==> config.mk <==
export PLATFORM = sky130hd
export DESIGN_NAME = lru_key_value_cache_core_flat
export DESIGN_NICKNAME = d
export VERILOG_FILES = /design/src/rtl/core/lkvc_pkg.sv /design/src/rtl/core/lkvc_req_if.sv /design/src/rtl/core/lkvc_rsp_if.sv /design/src/rtl/core/lkvc_ram.sv /design/src/rtl/core/lkvc_ctrl.sv /design/src/rtl/core/lkvc_dp.sv /design/src/rtl/core/lru_key_value_cache_core.sv /design/src/flat_wrapper.sv
export SDC_FILE = /design/constraint.sdc
export NUM_CORES = 1
export LEC_CHECK = 0
export BUFFER_PORTS_ARGS = -buffer_cell sky130_fd_sc_hd__buf_2
export CAP_MARGIN = 20
export CORE_MARGIN = 2
export CORE_UTILIZATION = 50
export CTS_BUF_LIST = sky130_fd_sc_hd__clkbuf_8 sky130_fd_sc_hd__clkbuf_16
export DETAILED_ROUTE_END_ITERATION = 10
export GPL_TIMING_DRIVEN = 0
export PLACE_DENSITY = 0.65
export SETUP_SLACK_MARGIN = 0.05
export SYNTH_ARGS = -nofsm -noshare
export SYNTH_HDL_FRONTEND = slang
export SYNTH_HIERARCHICAL = 1
export SYNTH_SLANG_ARGS = --single-unit
==> constraint.sdc <==
create_clock -name clk -period 6 [get_ports clk]
set_input_delay 0.9 -clock clk [delete_from_list [all_inputs] [get_ports clk]]
set_output_delay 0.9 -clock clk [all_outputs]
set_load 0.03 [all_outputs]
==> src/rtl/core/lkvc_pkg.sv <==
// Shared constants, types and controller/datapath signal groups for the LRU key-value cache.
package lkvc_pkg;

    localparam int LKVC_ENTRIES = 16;
    localparam int KEY_W        = 32;
    localparam int VAL_W        = 32;
    localparam int CAP_W        = 5;
    localparam int APB_DATA_W   = 32;
    localparam int LKVC_ADDR_W  = 3;

    localparam logic [CAP_W-1:0] CAP_RESET  = 5'd16;
    localparam logic [VAL_W-1:0] MISS_VALUE = 32'hFFFF_FFFF;

    // Register index, taken from the word address of the configuration port.
    localparam logic REG_CAPACITY = 1'b0;

    typedef enum logic [2:0] {
        ST_IDLE,
        ST_SCAN,
        ST_SCAN_DRAIN,
        ST_DECIDE,
        ST_UPDATE,
        ST_UPDATE_DRAIN,
        ST_FINISH
    } lkvc_state_t;

    typedef struct packed {
        logic capture;
        logic scan_step;
        logic commit;
        logic upd_step;
        logic out_load;
    } lkvc_cmd_t;

    typedef struct packed {
        logic idx_last;
        logic is_put;
        logic hit;
        logic out_free;
    } lkvc_status_t;

endpackage

==> src/rtl/core/lkvc_req_if.sv <==
// Request channel: command, key and value with a valid/ready handshake.
interface lkvc_req_if import lkvc_pkg::*; ();
    logic                    valid;
    logic                    ready;
    logic                    command;
    logic signed [KEY_W-1:0] key;
    logic signed [VAL_W-1:0] value;

    modport source (output valid, output command, output key, output value, input ready);
    modport sink   (input valid, input command, input key, input value, output ready);
endinterface

==> src/rtl/core/lkvc_rsp_if.sv <==
// Response channel: found flag and read value with a valid/ready handshake.
interface lkvc_rsp_if import lkvc_pkg::*; ();
    logic                    valid;
    logic                    ready;
    logic                    found;
    logic signed [VAL_W-1:0] read_value;

    modport source (output valid, output found, output read_value, input ready);
    modport sink   (input valid, input found, input read_value, output ready);
endinterface

==> src/rtl/core/lkvc_ram.sv <==
// Generic simple dual-port RAM with one write port and a registered read port.
module lkvc_ram #(
    parameter  int WIDTH = 32,
    parameter  int DEPTH = 16,
    localparam int AW    = (DEPTH > 1) ? $clog2(DEPTH) : 1
) (
    input  logic             clk,
    input  logic             wr_en,
    input  logic [AW-1:0]    wr_addr,
    input  logic [WIDTH-1:0] wr_data,
    input  logic [AW-1:0]    rd_addr,
    output logic [WIDTH-1:0] rd_data
);

    logic [WIDTH-1:0] mem_reg [DEPTH];
    logic [WIDTH-1:0] rd_data_reg;

    always_ff @(posedge clk)
    begin
        if (wr_en)
        begin
            mem_reg[wr_addr] <= wr_data;
        end
        rd_data_reg <= mem_reg[rd_addr];
    end

    assign rd_data = rd_data_reg;

endmodule

==> src/rtl/core/lkvc_ctrl.sv <==
// Sequencing state machine: scan pass, commit, rank update pass and result hand-off.
module lkvc_ctrl import lkvc_pkg::*; (
    input  logic         clk,
    input  logic         rst_n,
    input  logic         in_valid,
    output logic         in_ready,
    input  lkvc_status_t status,
    output lkvc_cmd_t    cmd
);

    lkvc_state_t state_reg;
    lkvc_state_t state_next;

    always_ff @(posedge clk or negedge rst_n)
    begin
        if (!rst_n)
        begin
            state_reg <= ST_IDLE;
        end
        else
        begin
            state_reg <= state_next;
        end
    end

    always_comb
    begin
        state_next = state_reg;
        case (state_reg)
            ST_IDLE:
            begin
                if (in_valid)
                begin
                    state_next = ST_SCAN;
                end
            end
            ST_SCAN:
            begin
                if (status.idx_last)
                begin
                    state_next = ST_SCAN_DRAIN;
                end
            end
            ST_SCAN_DRAIN:
            begin
                state_next = ST_DECIDE;
            end
            ST_DECIDE:
            begin
                // A get that missed leaves the ranks untouched.
                if (!status.is_put && !status.hit)
                begin
                    state_next = ST_FINISH;
                end
                else
                begin
                    state_next = ST_UPDATE;
                end
            end
            ST_UPDATE:
            begin
                if (status.idx_last)
                begin
                    state_next = ST_UPDATE_DRAIN;
                end
            end
            ST_UPDATE_DRAIN:
            begin
                state_next = status.is_put ? ST_IDLE : ST_FINISH;
            end
            ST_FINISH:
            begin
                if (status.out_free)
                begin
                    state_next = ST_IDLE;
                end
            end
            default:
            begin
                state_next = ST_IDLE;
            end
        endcase
    end

    always_comb
    begin
        in_ready      = 1'b0;
        cmd           = '0;
        case (state_reg)
            ST_IDLE:
            begin
                in_ready    = 1'b1;
                cmd.capture = in_valid;
            end
            ST_SCAN:
            begin
                cmd.scan_step = 1'b1;
            end
            ST_DECIDE:
            begin
                cmd.commit = 1'b1;
            end
            ST_UPDATE:
            begin
                cmd.upd_step = 1'b1;
            end
            ST_FINISH:
            begin
                cmd.out_load = status.out_free;
            end
            default:
            begin
                cmd = '0;
            end
        endcase
    end

    a_decide_after_drain: assert property (@(posedge clk) disable iff (!rst_n)
        state_reg == ST_DECIDE |-> $past(state_reg) == ST_SCAN_DRAIN)
        else $error("commit reached without a completed scan");

    a_scan_follows_capture: assert property (@(posedge clk) disable iff (!rst_n)
        cmd.capture |=> state_reg == ST_SCAN)
        else $error("captured beat did not start a scan");

endmodule

==> src/rtl/core/lkvc_dp.sv <==
// Datapath: entry memories, valid bits, scan trackers, rank update and result register.
module lkvc_dp import lkvc_pkg::*; #(
    parameter int ENTRIES = LKVC_ENTRIES
) (
    input  logic                    clk,
    input  logic                    rst_n,
    input  lkvc_cmd_t               cmd,
    output lkvc_status_t            status,
    input  logic                    clear,
    input  logic [CAP_W-1:0]        capacity,
    input  logic                    in_command,
    input  logic signed [KEY_W-1:0] in_key,
    input  logic signed [VAL_W-1:0] in_value,
    output logic                    out_valid,
    input  logic                    out_ready,
    output logic                    out_found,
    output logic signed [VAL_W-1:0] out_read_value
);

    localparam int IDX_W = (ENTRIES > 1) ? $clog2(ENTRIES) : 1;
    localparam int CNT_W = $clog2(ENTRIES + 1);
    localparam int THR_W = IDX_W + 1;

    // Control state
    logic [ENTRIES-1:0] valid_reg, valid_next;
    logic [CNT_W-1:0]   count_reg, count_next;
    logic [IDX_W-1:0]   idx_reg, idx_next;
    logic               pipe_scan_reg, pipe_upd_reg;
    logic               hit_reg, hit_next;
    logic               free_found_reg, free_found_next;
    logic               out_valid_reg, out_valid_next;

    // Payload
    logic               cmd_reg;
    logic [KEY_W-1:0]   key_reg;
    logic [VAL_W-1:0]   val_reg;
    logic [IDX_W-1:0]   pipe_idx_reg;
    logic [IDX_W-1:0]   hit_slot_reg, hit_slot_next;
    logic [IDX_W-1:0]   hit_rank_reg, hit_rank_next;
    logic [VAL_W-1:0]   hit_val_reg, hit_val_next;
    logic [IDX_W-1:0]   free_slot_reg, free_slot_next;
    logic [IDX_W-1:0]   vict_slot_reg, vict_slot_next;
    logic [IDX_W-1:0]   slot_reg, slot_next;
    logic [THR_W-1:0]   thresh_reg, thresh_next;
    logic               out_found_reg;
    logic [VAL_W-1:0]   out_value_reg;

    // Memory ports
    logic [KEY_W-1:0]   key_rd;
    logic [VAL_W-1:0]   val_rd;
    logic [IDX_W-1:0]   rank_rd;
    logic               key_we, val_we, rank_we;
    logic [IDX_W-1:0]   rank_wdata;

    logic [CNT_W-1:0]   eff_cap;
    logic               idx_last;
    logic               entry_valid;
    logic               key_match;
    logic               vict_match;
    logic               evict;
    logic [IDX_W-1:0]   commit_slot;

    lkvc_ram #(.WIDTH(KEY_W), .DEPTH(ENTRIES)) u_key_ram (
        .clk     (clk),
        .wr_en   (key_we),
        .wr_addr (commit_slot),
        .wr_data (key_reg),
        .rd_addr (idx_reg),
        .rd_data (key_rd)
    );

    lkvc_ram #(.WIDTH(VAL_W), .DEPTH(ENTRIES)) u_val_ram (
        .clk     (clk),
        .wr_en   (val_we),
        .wr_addr (commit_slot),
        .wr_data (val_reg),
        .rd_addr (idx_reg),
        .rd_data (val_rd)
    );

    lkvc_ram #(.WIDTH(IDX_W), .DEPTH(ENTRIES)) u_rank_ram (
        .clk     (clk),
        .wr_en   (rank_we),
        .wr_addr (pipe_idx_reg),
        .wr_data (rank_wdata),
        .rd_addr (idx_reg),
        .rd_data (rank_rd)
    );

    always_comb
    begin
        if (capacity == '0)
        begin
            eff_cap = CNT_W'(1);
        end
        else if (32'(capacity) > 32'(ENTRIES))
        begin
            eff_cap = CNT_W'(ENTRIES);
        end
        else
        begin
            eff_cap = CNT_W'(capacity);
        end
    end

    assign idx_last    = (idx_reg == IDX_W'(ENTRIES - 1));
    assign entry_valid = valid_reg[pipe_idx_reg];
    assign key_match   = entry_valid && (key_rd == key_reg);
    // The least recent entry holds the highest rank, count - 1.
    assign vict_match  = entry_valid && (CNT_W'(rank_rd) == count_reg - CNT_W'(1));
    assign evict       = (count_reg >= eff_cap);
    assign commit_slot = hit_reg ? hit_slot_reg : (evict ? vict_slot_reg : free_slot_reg);

    assign key_we = cmd.commit && cmd_reg && !hit_reg;
    assign val_we = cmd.commit && cmd_reg;

    // Second pass: the touched or inserted slot becomes rank zero, and every other valid
    // entry more recent than the threshold ages by one.
    always_comb
    begin
        rank_we    = 1'b0;
        rank_wdata = rank_rd + IDX_W'(1);
        if (pipe_upd_reg)
        begin
            if (pipe_idx_reg == slot_reg)
            begin
                rank_we    = 1'b1;
                rank_wdata = '0;
            end
            else if (entry_valid && (THR_W'(rank_rd) < thresh_reg))
            begin
                rank_we = 1'b1;
            end
        end
    end

    always_comb
    begin
        valid_next      = valid_reg;
        count_next      = count_reg;
        idx_next        = idx_reg;
        hit_next        = hit_reg;
        free_found_next = free_found_reg;
        hit_slot_next   = hit_slot_reg;
        hit_rank_next   = hit_rank_reg;
        hit_val_next    = hit_val_reg;
        free_slot_next  = free_slot_reg;
        vict_slot_next  = vict_slot_reg;
        slot_next       = slot_reg;
        thresh_next     = thresh_reg;
        out_valid_next  = out_valid_reg;

        if (cmd.capture || cmd.commit)
        begin
            idx_next = '0;
        end
        else if (cmd.scan_step || cmd.upd_step)
        begin
            idx_next = idx_last ? '0 : idx_reg + IDX_W'(1);
        end

        if (cmd.capture)
        begin
            hit_next        = 1'b0;
            free_found_next = 1'b0;
        end

        if (pipe_scan_reg)
        begin
            if (key_match && !hit_reg)
            begin
                hit_next      = 1'b1;
                hit_slot_next = pipe_idx_reg;
                hit_rank_next = rank_rd;
                hit_val_next  = val_rd;
            end
            if (!entry_valid && !free_found_reg)
            begin
                free_found_next = 1'b1;
                free_slot_next  = pipe_idx_reg;
            end
            if (vict_match)
            begin
                vict_slot_next = pipe_idx_reg;
            end
        end

        if (cmd.commit)
        begin
            slot_next = commit_slot;
            if (hit_reg)
            begin
                thresh_next = THR_W'(hit_rank_reg);
            end
            else
            begin
                thresh_next = THR_W'(ENTRIES);
                if (cmd_reg)
                begin
                    valid_next[commit_slot] = 1'b1;
                    if (!evict)
                    begin
                        count_next = count_reg + CNT_W'(1);
                    end
                end
            end
        end

        if (clear)
        begin
            valid_next = '0;
            count_next = '0;
        end

        if (cmd.out_load)
        begin
            out_valid_next = 1'b1;
        end
        else if (out_ready)
        begin
            out_valid_next = 1'b0;
        end
    end

    always_ff @(posedge clk or negedge rst_n)
    begin
        if (!rst_n)
        begin
            valid_reg      <= '0;
            count_reg      <= '0;
            idx_reg        <= '0;
            pipe_scan_reg  <= 1'b0;
            pipe_upd_reg   <= 1'b0;
            hit_reg        <= 1'b0;
            free_found_reg <= 1'b0;
            out_valid_reg  <= 1'b0;
        end
        else
        begin
            valid_reg      <= valid_next;
            count_reg      <= count_next;
            idx_reg        <= idx_next;
            pipe_scan_reg  <= cmd.scan_step;
            pipe_upd_reg   <= cmd.upd_step;
            hit_reg        <= hit_next;
            free_found_reg <= free_found_next;
            out_valid_reg  <= out_valid_next;
        end
    end

    always_ff @(posedge clk)
    begin
        if (cmd.capture)
        begin
            cmd_reg <= in_command;
            key_reg <= in_key;
            val_reg <= in_value;
        end
        pipe_idx_reg  <= idx_reg;
        hit_slot_reg  <= hit_slot_next;
        hit_rank_reg  <= hit_rank_next;
        hit_val_reg   <= hit_val_next;
        free_slot_reg <= free_slot_next;
        vict_slot_reg <= vict_slot_next;
        slot_reg      <= slot_next;
        thresh_reg    <= thresh_next;
        if (cmd.out_load)
        begin
            out_found_reg <= hit_reg;
            out_value_reg <= hit_reg ? hit_val_reg : MISS_VALUE;
        end
    end

    assign status.idx_last = idx_last;
    assign status.is_put   = cmd_reg;
    assign status.hit      = hit_reg;
    assign status.out_free = !out_valid_reg || out_ready;

    assign out_valid      = out_valid_reg;
    assign out_found      = out_found_reg;
    assign out_read_value = out_value_reg;

    a_count_matches_valid: assert property (@(posedge clk) disable iff (!rst_n)
        $countones(valid_reg) == int'(count_reg))
        else $error("entry count differs from the number of valid entries");

    a_count_within_capacity: assert property (@(posedge clk) disable iff (!rst_n)
        count_reg <= eff_cap)
        else $error("entry count exceeds the effective capacity");

endmodule

==> src/rtl/core/lru_key_value_cache_core.sv <==
// LRU key-value cache top level: configuration register and controller/datapath wiring.
//
// A fully associative store of ENTRIES key-value pairs with least-recently-used
// replacement. A get beat returns one response (found and the stored value, or
// not found with all ones); a put beat returns nothing and updates or inserts.
// Items are handled one at a time. Each item makes a scan pass that reads every
// slot of the key, value and rank memories through their single read port, one
// slot per cycle. A put and a get that hits then make a second pass, the
// read-modify-write of the rank memory; a get that misses skips it. A finished
// response waits in an output register, so the next request is taken while it
// is still pending; a get then holds in its final state for as long as the
// response before it has not been taken. Writing the capacity register (byte
// address 0) empties the store at once; capacity zero behaves as one and values
// above ENTRIES as ENTRIES.
module lru_key_value_cache_core import lkvc_pkg::*; #(
    parameter int ENTRIES = LKVC_ENTRIES
) (
    input  logic                   clk,
    input  logic                   rst_n,
    lkvc_req_if.sink               req,
    lkvc_rsp_if.source             rsp,
    input  logic                   psel,
    input  logic                   penable,
    input  logic                   pwrite,
    input  logic [LKVC_ADDR_W-1:0] paddr,
    input  logic [APB_DATA_W-1:0]  pwdata,
    output logic [APB_DATA_W-1:0]  prdata,
    output logic                   pready
);

    logic [CAP_W-1:0] capacity_reg, capacity_next;
    logic             reg_sel;
    logic             cfg_write;
    lkvc_cmd_t        cmd;
    lkvc_status_t     status;

    assign reg_sel   = paddr[LKVC_ADDR_W-1];
    assign cfg_write = psel && penable && pwrite && (reg_sel == REG_CAPACITY);
    assign pready    = 1'b1;

    always_comb
    begin
        capacity_next = capacity_reg;
        if (cfg_write)
        begin
            capacity_next = pwdata[CAP_W-1:0];
        end
    end

    always_ff @(posedge clk or negedge rst_n)
    begin
        if (!rst_n)
        begin
            capacity_reg <= CAP_RESET;
        end
        else
        begin
            capacity_reg <= capacity_next;
        end
    end

    always_comb
    begin
        case (reg_sel)
            REG_CAPACITY: prdata = APB_DATA_W'(capacity_reg);
            default:      prdata = '0;
        endcase
    end

    lkvc_ctrl u_ctrl (
        .clk      (clk),
        .rst_n    (rst_n),
        .in_valid (req.valid),
        .in_ready (req.ready),
        .status   (status),
        .cmd      (cmd)
    );

    lkvc_dp #(.ENTRIES(ENTRIES)) u_dp (
        .clk            (clk),
        .rst_n          (rst_n),
        .cmd            (cmd),
        .status         (status),
        .clear          (cfg_write),
        .capacity       (capacity_reg),
        .in_command     (req.command),
        .in_key         (req.key),
        .in_value       (req.value),
        .out_valid      (rsp.valid),
        .out_ready      (rsp.ready),
        .out_found      (rsp.found),
        .out_read_value (rsp.read_value)
    );

endmodule
==> src/flat_wrapper.sv <==
// flat-port wrapper written by rule: the top's interface ports become plain ports
module lru_key_value_cache_core_flat import lkvc_pkg::*;
#(
    parameter int ENTRIES = LKVC_ENTRIES
)
  (clk, rst_n, psel, penable, pwrite, paddr, pwdata, prdata, pready, req_valid, req_command, req_key, req_value, req_ready, rsp_valid, rsp_found, rsp_read_value, rsp_ready);
  lkvc_req_if req_i ();
  lkvc_rsp_if rsp_i ();
  input  logic clk;
  input  logic rst_n;
  input  logic psel;
  input  logic penable;
  input  logic pwrite;
  input  logic [LKVC_ADDR_W-1:0] paddr;
  input  logic [APB_DATA_W-1:0] pwdata;
  output logic [APB_DATA_W-1:0] prdata;
  output logic pready;
  input wire logic [$bits(req_i.valid)-1:0] req_valid;
  input wire logic [$bits(req_i.command)-1:0] req_command;
  input wire logic [$bits(req_i.key)-1:0] req_key;
  input wire logic [$bits(req_i.value)-1:0] req_value;
  output wire logic [$bits(req_i.ready)-1:0] req_ready;
  output wire logic [$bits(rsp_i.valid)-1:0] rsp_valid;
  output wire logic [$bits(rsp_i.found)-1:0] rsp_found;
  output wire logic [$bits(rsp_i.read_value)-1:0] rsp_read_value;
  input wire logic [$bits(rsp_i.ready)-1:0] rsp_ready;
  assign req_i.valid = req_valid;
  assign req_i.command = req_command;
  assign req_i.key = req_key;
  assign req_i.value = req_value;
  assign req_ready = req_i.ready;
  assign rsp_valid = rsp_i.valid;
  assign rsp_found = rsp_i.found;
  assign rsp_read_value = rsp_i.read_value;
  assign rsp_i.ready = rsp_ready;
  lru_key_value_cache_core #(.ENTRIES(ENTRIES)) u_core (.clk(clk), .rst_n(rst_n), .req(req_i), .rsp(rsp_i), .psel(psel), .penable(penable), .pwrite(pwrite), .paddr(paddr), .pwdata(pwdata), .prdata(prdata), .pready(pready));
endmodule
* Word level (Yosys, flattened, before mapping)
Memory sizes are Yosys's and may differ from the RTL's. A register that Yosys moved wholly into a read port is not among the register bits. Cells that the tools add are included. Widths: inputs -> output; s select.
Cells by class: muxes and demuxes 54, $add $sub $neg 4, reductions and logical operators 32, equality and inequality tests 16, bitwise logic cells 2, $lt $le $gt $ge 6
Operators with widths (count):
- $mux 16 | 4
- $mux 5 | 9
- $eq 32x32->1 | 1
- $mux 4 | 7
- $mux 1 | 25
- $pmux 3 s7 | 1
- $or 16x16->16 | 1
- $mux 3 | 5
- $logic_and 1x1->1 | 12
- $lt 4x5->1 const B | 2
- $eq 3x3->1 const B | 3
- $add 4x1->4 const B | 2
- $ne 2x2->1 const B | 4
- $reduce_and 4->1 | 2
- $reduce_bool 2->1 | 4
- $eq 3x2->1 const B | 2
- $reduce_and 2->1 | 3
- $add 5x1->5 const B | 1
- $eq 4x5->1 | 1
- $ge 5x5->1 | 1
- $gt 5x5->1 const B | 1
- $logic_not 1->1 | 5
- $logic_not 5->1 | 1
- $lt 4x5->1 | 1
- other kinds (13) | 16
Word-level totals: logic and storage cells 141, memories kept 3, input port bits 107, flip-flop bits (word level) 197, memory bits (writable) 1088
Memories:
- u_core.u_dp.u_key_ram.mem_reg | depth 16, bits a word 32, rd ports 1, clocked after Yosys merged registers in 1, wr ports 1, line lkvc_ram.sv:15 | logic [WIDTH-1:0] mem_reg [DEPTH];
- u_core.u_dp.u_val_ram.mem_reg | depth 16, bits a word 32, rd ports 1, clocked after Yosys merged registers in 1, wr ports 1, line lkvc_ram.sv:15
- u_core.u_dp.u_rank_ram.mem_reg | depth 16, bits a word 4, rd ports 1, clocked after Yosys merged registers in 1, wr ports 1, line lkvc_ram.sv:15

* Logic depth before layout (Yosys ltp)
depth in word-level cells 15, depth in mapped cells 12

* Hierarchy
The synthesis kept the hierarchy.
By module, submodules not included:
- lkvc_ram at u_core.u_dp.u_val_ram | instances 1, cells each 838, area each 19854.0 um2, sequential area each 16015.4 um2
- lkvc_ram at u_core.u_dp.u_key_ram | instances 1, cells each 838, area each 19835.3 um2, sequential area each 16015.4 um2
- lkvc_dp | instances 1, cells each 461, area each 7424.6 um2, sequential area each 5485.3 um2
- lkvc_ram at u_core.u_dp.u_rank_ram | instances 1, cells each 130, area each 2666.3 um2, sequential area each 2001.9 um2
- lru_key_value_cache_core | instances 1, cells each 47, area each 471.7 um2, sequential area each 126.4 um2
- lkvc_ctrl | instances 1, cells each 30, area each 240.2 um2, sequential area each 75.1 um2

* Least setup slack after synthesis
Ideal clock, no wire load.
kind reg-to-reg, start register u_core.u_dp.pipe_idx_reg[0], end register u_core.u_dp.hit_rank_reg[0], enable pin, stages on the path, launching flop included 6, data required time 5459 ps, library setup time 541 ps, data arrival time 5216 ps, clock period less this slack 5756 ps, setup slack 244 ps, path buffers 1, cells stage by stage dfxtp_1 > buf_2 > mux4_2 > mux4_2 > nand2_1 > nor4_1
Between the ends: longest elaborated chain between the ends 5
Ends and longest elaborated chain:
- from (decl) | line lkvc_dp.sv:37 | logic [IDX_W-1:0] pipe_idx_reg;
- from (signal assigned) | line lkvc_dp.sv:259 | pipe_idx_reg <= idx_reg;
- $bmux 1 s4 | line lkvc_dp.sv:107 | assign entry_valid = valid_reg[pipe_idx_reg];
- $mux 1 (not written as such) | line lkvc_dp.sv:107
- $logic_and 1x1->1 | line lkvc_dp.sv:108 | assign key_match = entry_valid && (key_rd == key_reg);
- $logic_and 1x1->1 | line lkvc_dp.sv:170 | if (key_match && !hit_reg)
- $reduce_and 2->1 (no source line)
- to (signal assigned) | line lkvc_dp.sv:261 | hit_rank_reg <= hit_rank_next;
- to (decl) | line lkvc_dp.sv:39 | logic [IDX_W-1:0] hit_rank_reg, hit_rank_next;
Every way passes these cells. The select of a mux whose other input is x is not followed. A chain may end at the register's enable or synchronous reset.

* Worst setup path in the final report
start register u_core.capacity_reg[4], end memory u_core.u_dp.u_key_ram.mem_reg[12][17], enable pin
Between the ends: longest elaborated chain between the ends 6, elaborated cells on any way between the ends 7, classes of those cells order compare (2); mux (4); reduce/logical (1)
Ends and longest elaborated chain:
- from (decl) | line lru_key_value_cache_core.sv:31 | logic [CAP_W-1:0] capacity_reg, capacity_next;
- from (signal assigned) | line lru_key_value_cache_core.sv:58 | capacity_reg <= capacity_next;
- $gt 5x5->1 | line lkvc_dp.sv:96 | else if (32'(capacity) > 32'(ENTRIES))
- $mux 5 | line lkvc_dp.sv:96
- $mux 5 * | line lkvc_dp.sv:92 | if (capacity == '0)
- $ge 5x5->1 * | line lkvc_dp.sv:111 | assign evict = (count_reg >= eff_cap);
- $mux 4 * (2 in series) | line lkvc_dp.sv:112 | assign commit_slot = hit_reg ? hit_slot_reg : (evict ? vict_slot_reg : free_slot_reg);
- net u_core.u_dp.commit_slot[3] | line lkvc_dp.sv:61 | logic [IDX_W-1:0] commit_slot;
- to (decl) | line lkvc_ram.sv:15
The timed path passes the listed nets; every way through them passes the cells marked *.

==> flow_results.org <==
** Critical path
- Chain of cells forming the critical path :: inv_1 > ha_1 > a21oi_1 > o21ai_0 > o32ai_1 > nand2b_1 > clkbuf_1 > nand3_1 > nor3_2 > buf_8 > buf_6 > buf_6 > buf_6
- The slowest stage of the critical path belongs to the cell sky130_fd_sc_hd__nor3_2.
- On the worst path, the slowest cell contributes a delay of between 0.8 and 0.9 ns.
- At the worst endpoint, the arrival time is roughly 5.6 ns.
- Worst reg2reg setup slack :: approximately 0.83 ns
- Max FO, Critical Path :: 17
- R2r startpoint :: u_core/capacity_reg[4]$_DFFE_PN1P_
- The critical path starts at u_core/capacity_reg[4]$_DFFE_PN1P_.
- Most frequent cell on the critical path :: sky130_fd_sc_hd__buf_6
- The worst setup path is launched from a flip-flop.
- Critical Setup Path Class :: reg -> reg
- Worst R2R Path Depth :: 13
- Required arrival time at the worst endpoint :: ~6.4 ns
- Worst reg2reg endpoint :: u_core/u_dp/u_key_ram/mem_reg[12][17]$_DFFE_PP_
- Element type at the critical path end :: flip-flop
- Following the worst setup path forward leads to its endpoint at u_core/u_dp/u_key_ram/mem_reg[12][17]$_DFFE_PP_.

** Synth
- Yosys synthesis warning count :: 6
- The cell area that synthesis handed to floorplanning was 0.0505 mm^2.
- In this run the mean area of a mapped cell was approximately 22 um^2.
- Among all flip-flop cells after synthesis, the most frequent one is sky130_fd_sc_hd__edfxtp_1.
- Register bit count reported by yosys :: about 1.4k
- Number of enable flip-flop cells after synthesis :: about 1.2k
- Proportion of synthesized chip area in sequential cells :: 0.787
- Gate Count Post-Synth :: about 2.3k
- Share of synthesized flip-flops with an asynchronous set or reset :: 0.0281
- Distinct cells, synth :: 62

** Timing
- Max-slew violation count :: 0
- The clock period could shrink to between 5 and 6 ns.
- Period utilization :: 0.862
- RSZ-0062 raised after global routing :: false
- For the pin with the worst max-slew slack, the measured transition is roughly 1.0 ns.
- Highest Clock Rate :: 193 MHz
- Setup total negative slack on the finished layout was measured at 0 ns.
- Worst hold slack across all endpoints :: 0.339 ns
- In this run the tightest slew margin relative to its limit is 0.311.
- On the final layout, the worst clock skew is 0.0246 ns.
- Number of hold violations in the final report :: 0
- Setup violations remaining at the end of the flow were counted as 0.
- Post-route worst setup slack :: 0.828 ns

** Die
- Effective utilization at floorplan :: 0.504
- The die is around 320 um tall.
- After floorplanning, the core was sized to cover 0.100 mm^2.
- In this run the count of I/O pins placed on the die edge is between 150 and 200.
- The initialized floorplan defines approximately 120 standard-cell rows.
- The die is approximately 320 um wide.
- Total Die Area :: 0.104 mm^2

** Cells and area
- At the end of the flow, the number of nets in the layout was 2815.
- The number of antenna diodes in the final layout is 0.
- In the layout the commonest cells are sky130_fd_sc_hd__edfxtp_1 (1243), sky130_fd_sc_hd__mux4_2 (263), sky130_fd_sc_hd__clkbuf_16 (145).
- In the final layout, the share of cells above drive strength 1 is 0.277.
- Summing all multi-input logic gate instances after layout gives ~0.010 mm^2.
- Number of inserted filler cells in the final layout :: between 7k and 8k
- The library cell used most frequently in the layout, excluding fill and tap cells, is sky130_fd_sc_hd__edfxtp_1.
- Area taken by flip-flops and latches :: 0.0397 mm^2
- P&R area growth vs syn :: 15.7%

** Clocking
- Post-CTS repair changed the size of 0 cells.
- Reg clk slew, reported paths :: around 0.06 ns
- Buffers inserted during clock tree synthesis total about 140.
- Clock buffer depth :: 3
- At the later pin of the worst-skew pair, clock insertion delay measures 0.74 ns.
- The cell sitting at the root of the clock tree is a sky130_fd_sc_hd__clkbuf_16.
- Num Clock Sinks :: 1353
- TritonCTS built the clock tree.
- The H-tree was split into 4 levels.
- Buffer count from post-CTS setup fixing :: 0

** Detailed routing
- Initial detailed-routing violation count :: 2282
- Via count :: roughly 24k
- In this run the remaining antenna-violating nets after routing total 0.
- In the final routed layout, each cell accounts on average for roughly 27 um.
- Length of the first detailed-routing pass in iterations :: 5
- For this block, the routed nets add up to 111000 um of wire.
- Routed vias/inst :: 5.95
- Residual DRC :: 0

** Status
- The flow ran to the end, and the final reports show no timing, DRC or antenna violations.

** Power and ir drop
- Power density over the cells :: between 400 and 500 mW/mm^2
- Cell leakage power :: 19.0 nW
- Total power consumption of the routed design :: 24.9 mW
- Fraction of power consumed by sequential logic :: 0.482
- Power Internal :: roughly 18 mW
- The share of total power dissipated in the clock network is 0.325.
- Sw Ratio :: 0.272
- Max VDD drop :: 261 uV
- Of the total power, combinational logic draws 0.193.
- The analysis attributes to net switching a power of 6.77 mW.

** Placed design
- Final Wtd Congestion :: ~0.76
- Port Buffer Count :: 117
- Timing analysis after detailed placement gives a worst setup slack of 0.899 ns.
- Once detailed placement completed, the half-perimeter wirelength came to 69800 um.

** Job
- Across the run, the number of max-cap violations was 0.

** GRT
- Vias in the first global route :: 24.8k
- The initial antenna violation count is 0.
- Across every metal layer, demand over resource in global routing totals 0.218.
- Entering global routing, the biggest net connects 39 pins.
- Global route total overflow :: 0
- The first global-routing pass estimated approximately 160000 um of wire.

** Min path
- Kind of path behind the tightest hold check :: in -> reg
- Counting instances, the worst hold path has a depth of 1.
==> per-layer routing <==
| layer | vias to the layer above | global-route usage | wire (um) |
|---|---|---|---|
| li1 | 10300 | - | - |
| met1 | 13000 | 0.303 | 45400 |
| met2 | 944 | 0.357 | 55700 |
| met3 | 153 | 0.0371 | 7640 |
| met4 | 0 | 0.0629 | 2330 |
| met5 | - | 0 | 0 |
==> cell type report <==
cell class                 count  share of cell area
sequential                  1353               0.680
multi-input combinational    856               0.175
clock buffer                 160              0.0656
timing repair buffer         187              0.0282
tap                         1298              0.0278
buffer                       135              0.0132
clock inverter                91             0.00859
inverter                      26             0.00176
==> per-stage QoR <==
| step | util | cells | cell area (um^2) |
|---|---|---|---|
| finish | 0.583 | 4106 | 58400 |
| global route | 0.583 | 4106 | 58400 |
| CTS | 0.583 | 4100 | 58400 |
| detailed placement | 0.539 | 3849 | 54000 |
| global placement | 0.527 | 3785 | 52800 |
| floorplan | - | 2370 | 50600 |
==> worst min-delay path by stage <==
stage                                              start                                     to
4_1_cts                                     req_value[8]       u_core/u_dp/val_reg[8]$_DFFE_PP_
6_report                                   req_value[17]      u_core/u_dp/val_reg[17]$_DFFE_PP_
5_1_grt                                    req_value[22]      u_core/u_dp/val_reg[22]$_DFFE_PP_
3_5_place_dp   u_core/u_dp/u_val_ram/rd_data[14]$_DFF_P_  u_core/u_dp/hit_val_reg[14]$_DFFE_PP_
3_3_place_gp   u_core/u_dp/u_val_ram/rd_data[18]$_DFF_P_  u_core/u_dp/hit_val_reg[18]$_DFFE_PP_
2_1_floorplan   u_core/u_dp/u_val_ram/rd_data[0]$_DFF_P_   u_core/u_dp/hit_val_reg[0]$_DFFE_PP_
==> timing repair <==
action,CTS,global route
hold endpoints to repair,0,1
hold buffers,0,1
endpoints found under the setup margin,0,0
==> synth_stat cells (all sizes together), types with 2 or more instances <==
library cell     n  area, um^2
edfxtp        1243       37300
mux4           277        6290
a22oi          134        1010
buf             91         606
nand2           86         323
dfxtp           72        1440
nor2            59         221
nand2b          51         319
clkbuf          44         165
xor2            41         359
dfrtp           37         926
inv             26         103
nor3            25         125
nand3           17        85.1
ha              12         150
nor2b           11        68.8
a21oi           10        53.8
o32ai           10        87.6
and2             9        56.3
o41ai            9        78.8
nor4             8        50.1
o21ai            8        40.0
and2b            6        52.6
nand3b           6        45.0
mux2             5        56.3
xnor2            5        43.8
and3             4        35.0
a21o             3        22.5
nand4            3        25.0
or3b             3        26.3
a211oi           2        15.0
a221oi           2        52.6
conb             2        7.51
mux2i            2        20.0
nor3b            2        15.0
o211ai           2        15.0
==> cells by family (layout without fill, tap and decap cells) <==
family          after synthesis  count (layout)  share of synthesized area
flops                      1353            1353                      0.787
simple gates                295             295                     0.0298
mux                         284             284                      0.126
compound gates              191             191                     0.0291
buf+inv                     161             599                     0.0173
xor+xnor                     46              46                    0.00798
fa+ha+maj                    12              12                    0.00297
other cells                   2              28                   0.000149
==> critical path, delay by kind of cell (launching register included) <==
| kind | cells | cell delay (ns) |
|---|---|---|
| flops | 1 | 0.59 |
| buf+inv | 6 | 1.43 |
| fa+ha+maj | 1 | 0.34 |
| simple gates | 3 | 1.54 |
| compound gates | 3 | 0.95 |
==> power by group through the flow <==
stage	clock, mW	sequential, mW	combinational, mW
after floorplan	0	11.9	3.34
after global placement	0	12.2	4.56
after detailed placement	0	12.2	4.81
after CTS	8.25	12.0	4.83
after global routing	8.63	12.1	5.16
final	8.08	12.0	4.81
(Power assumes the default switching activity.)
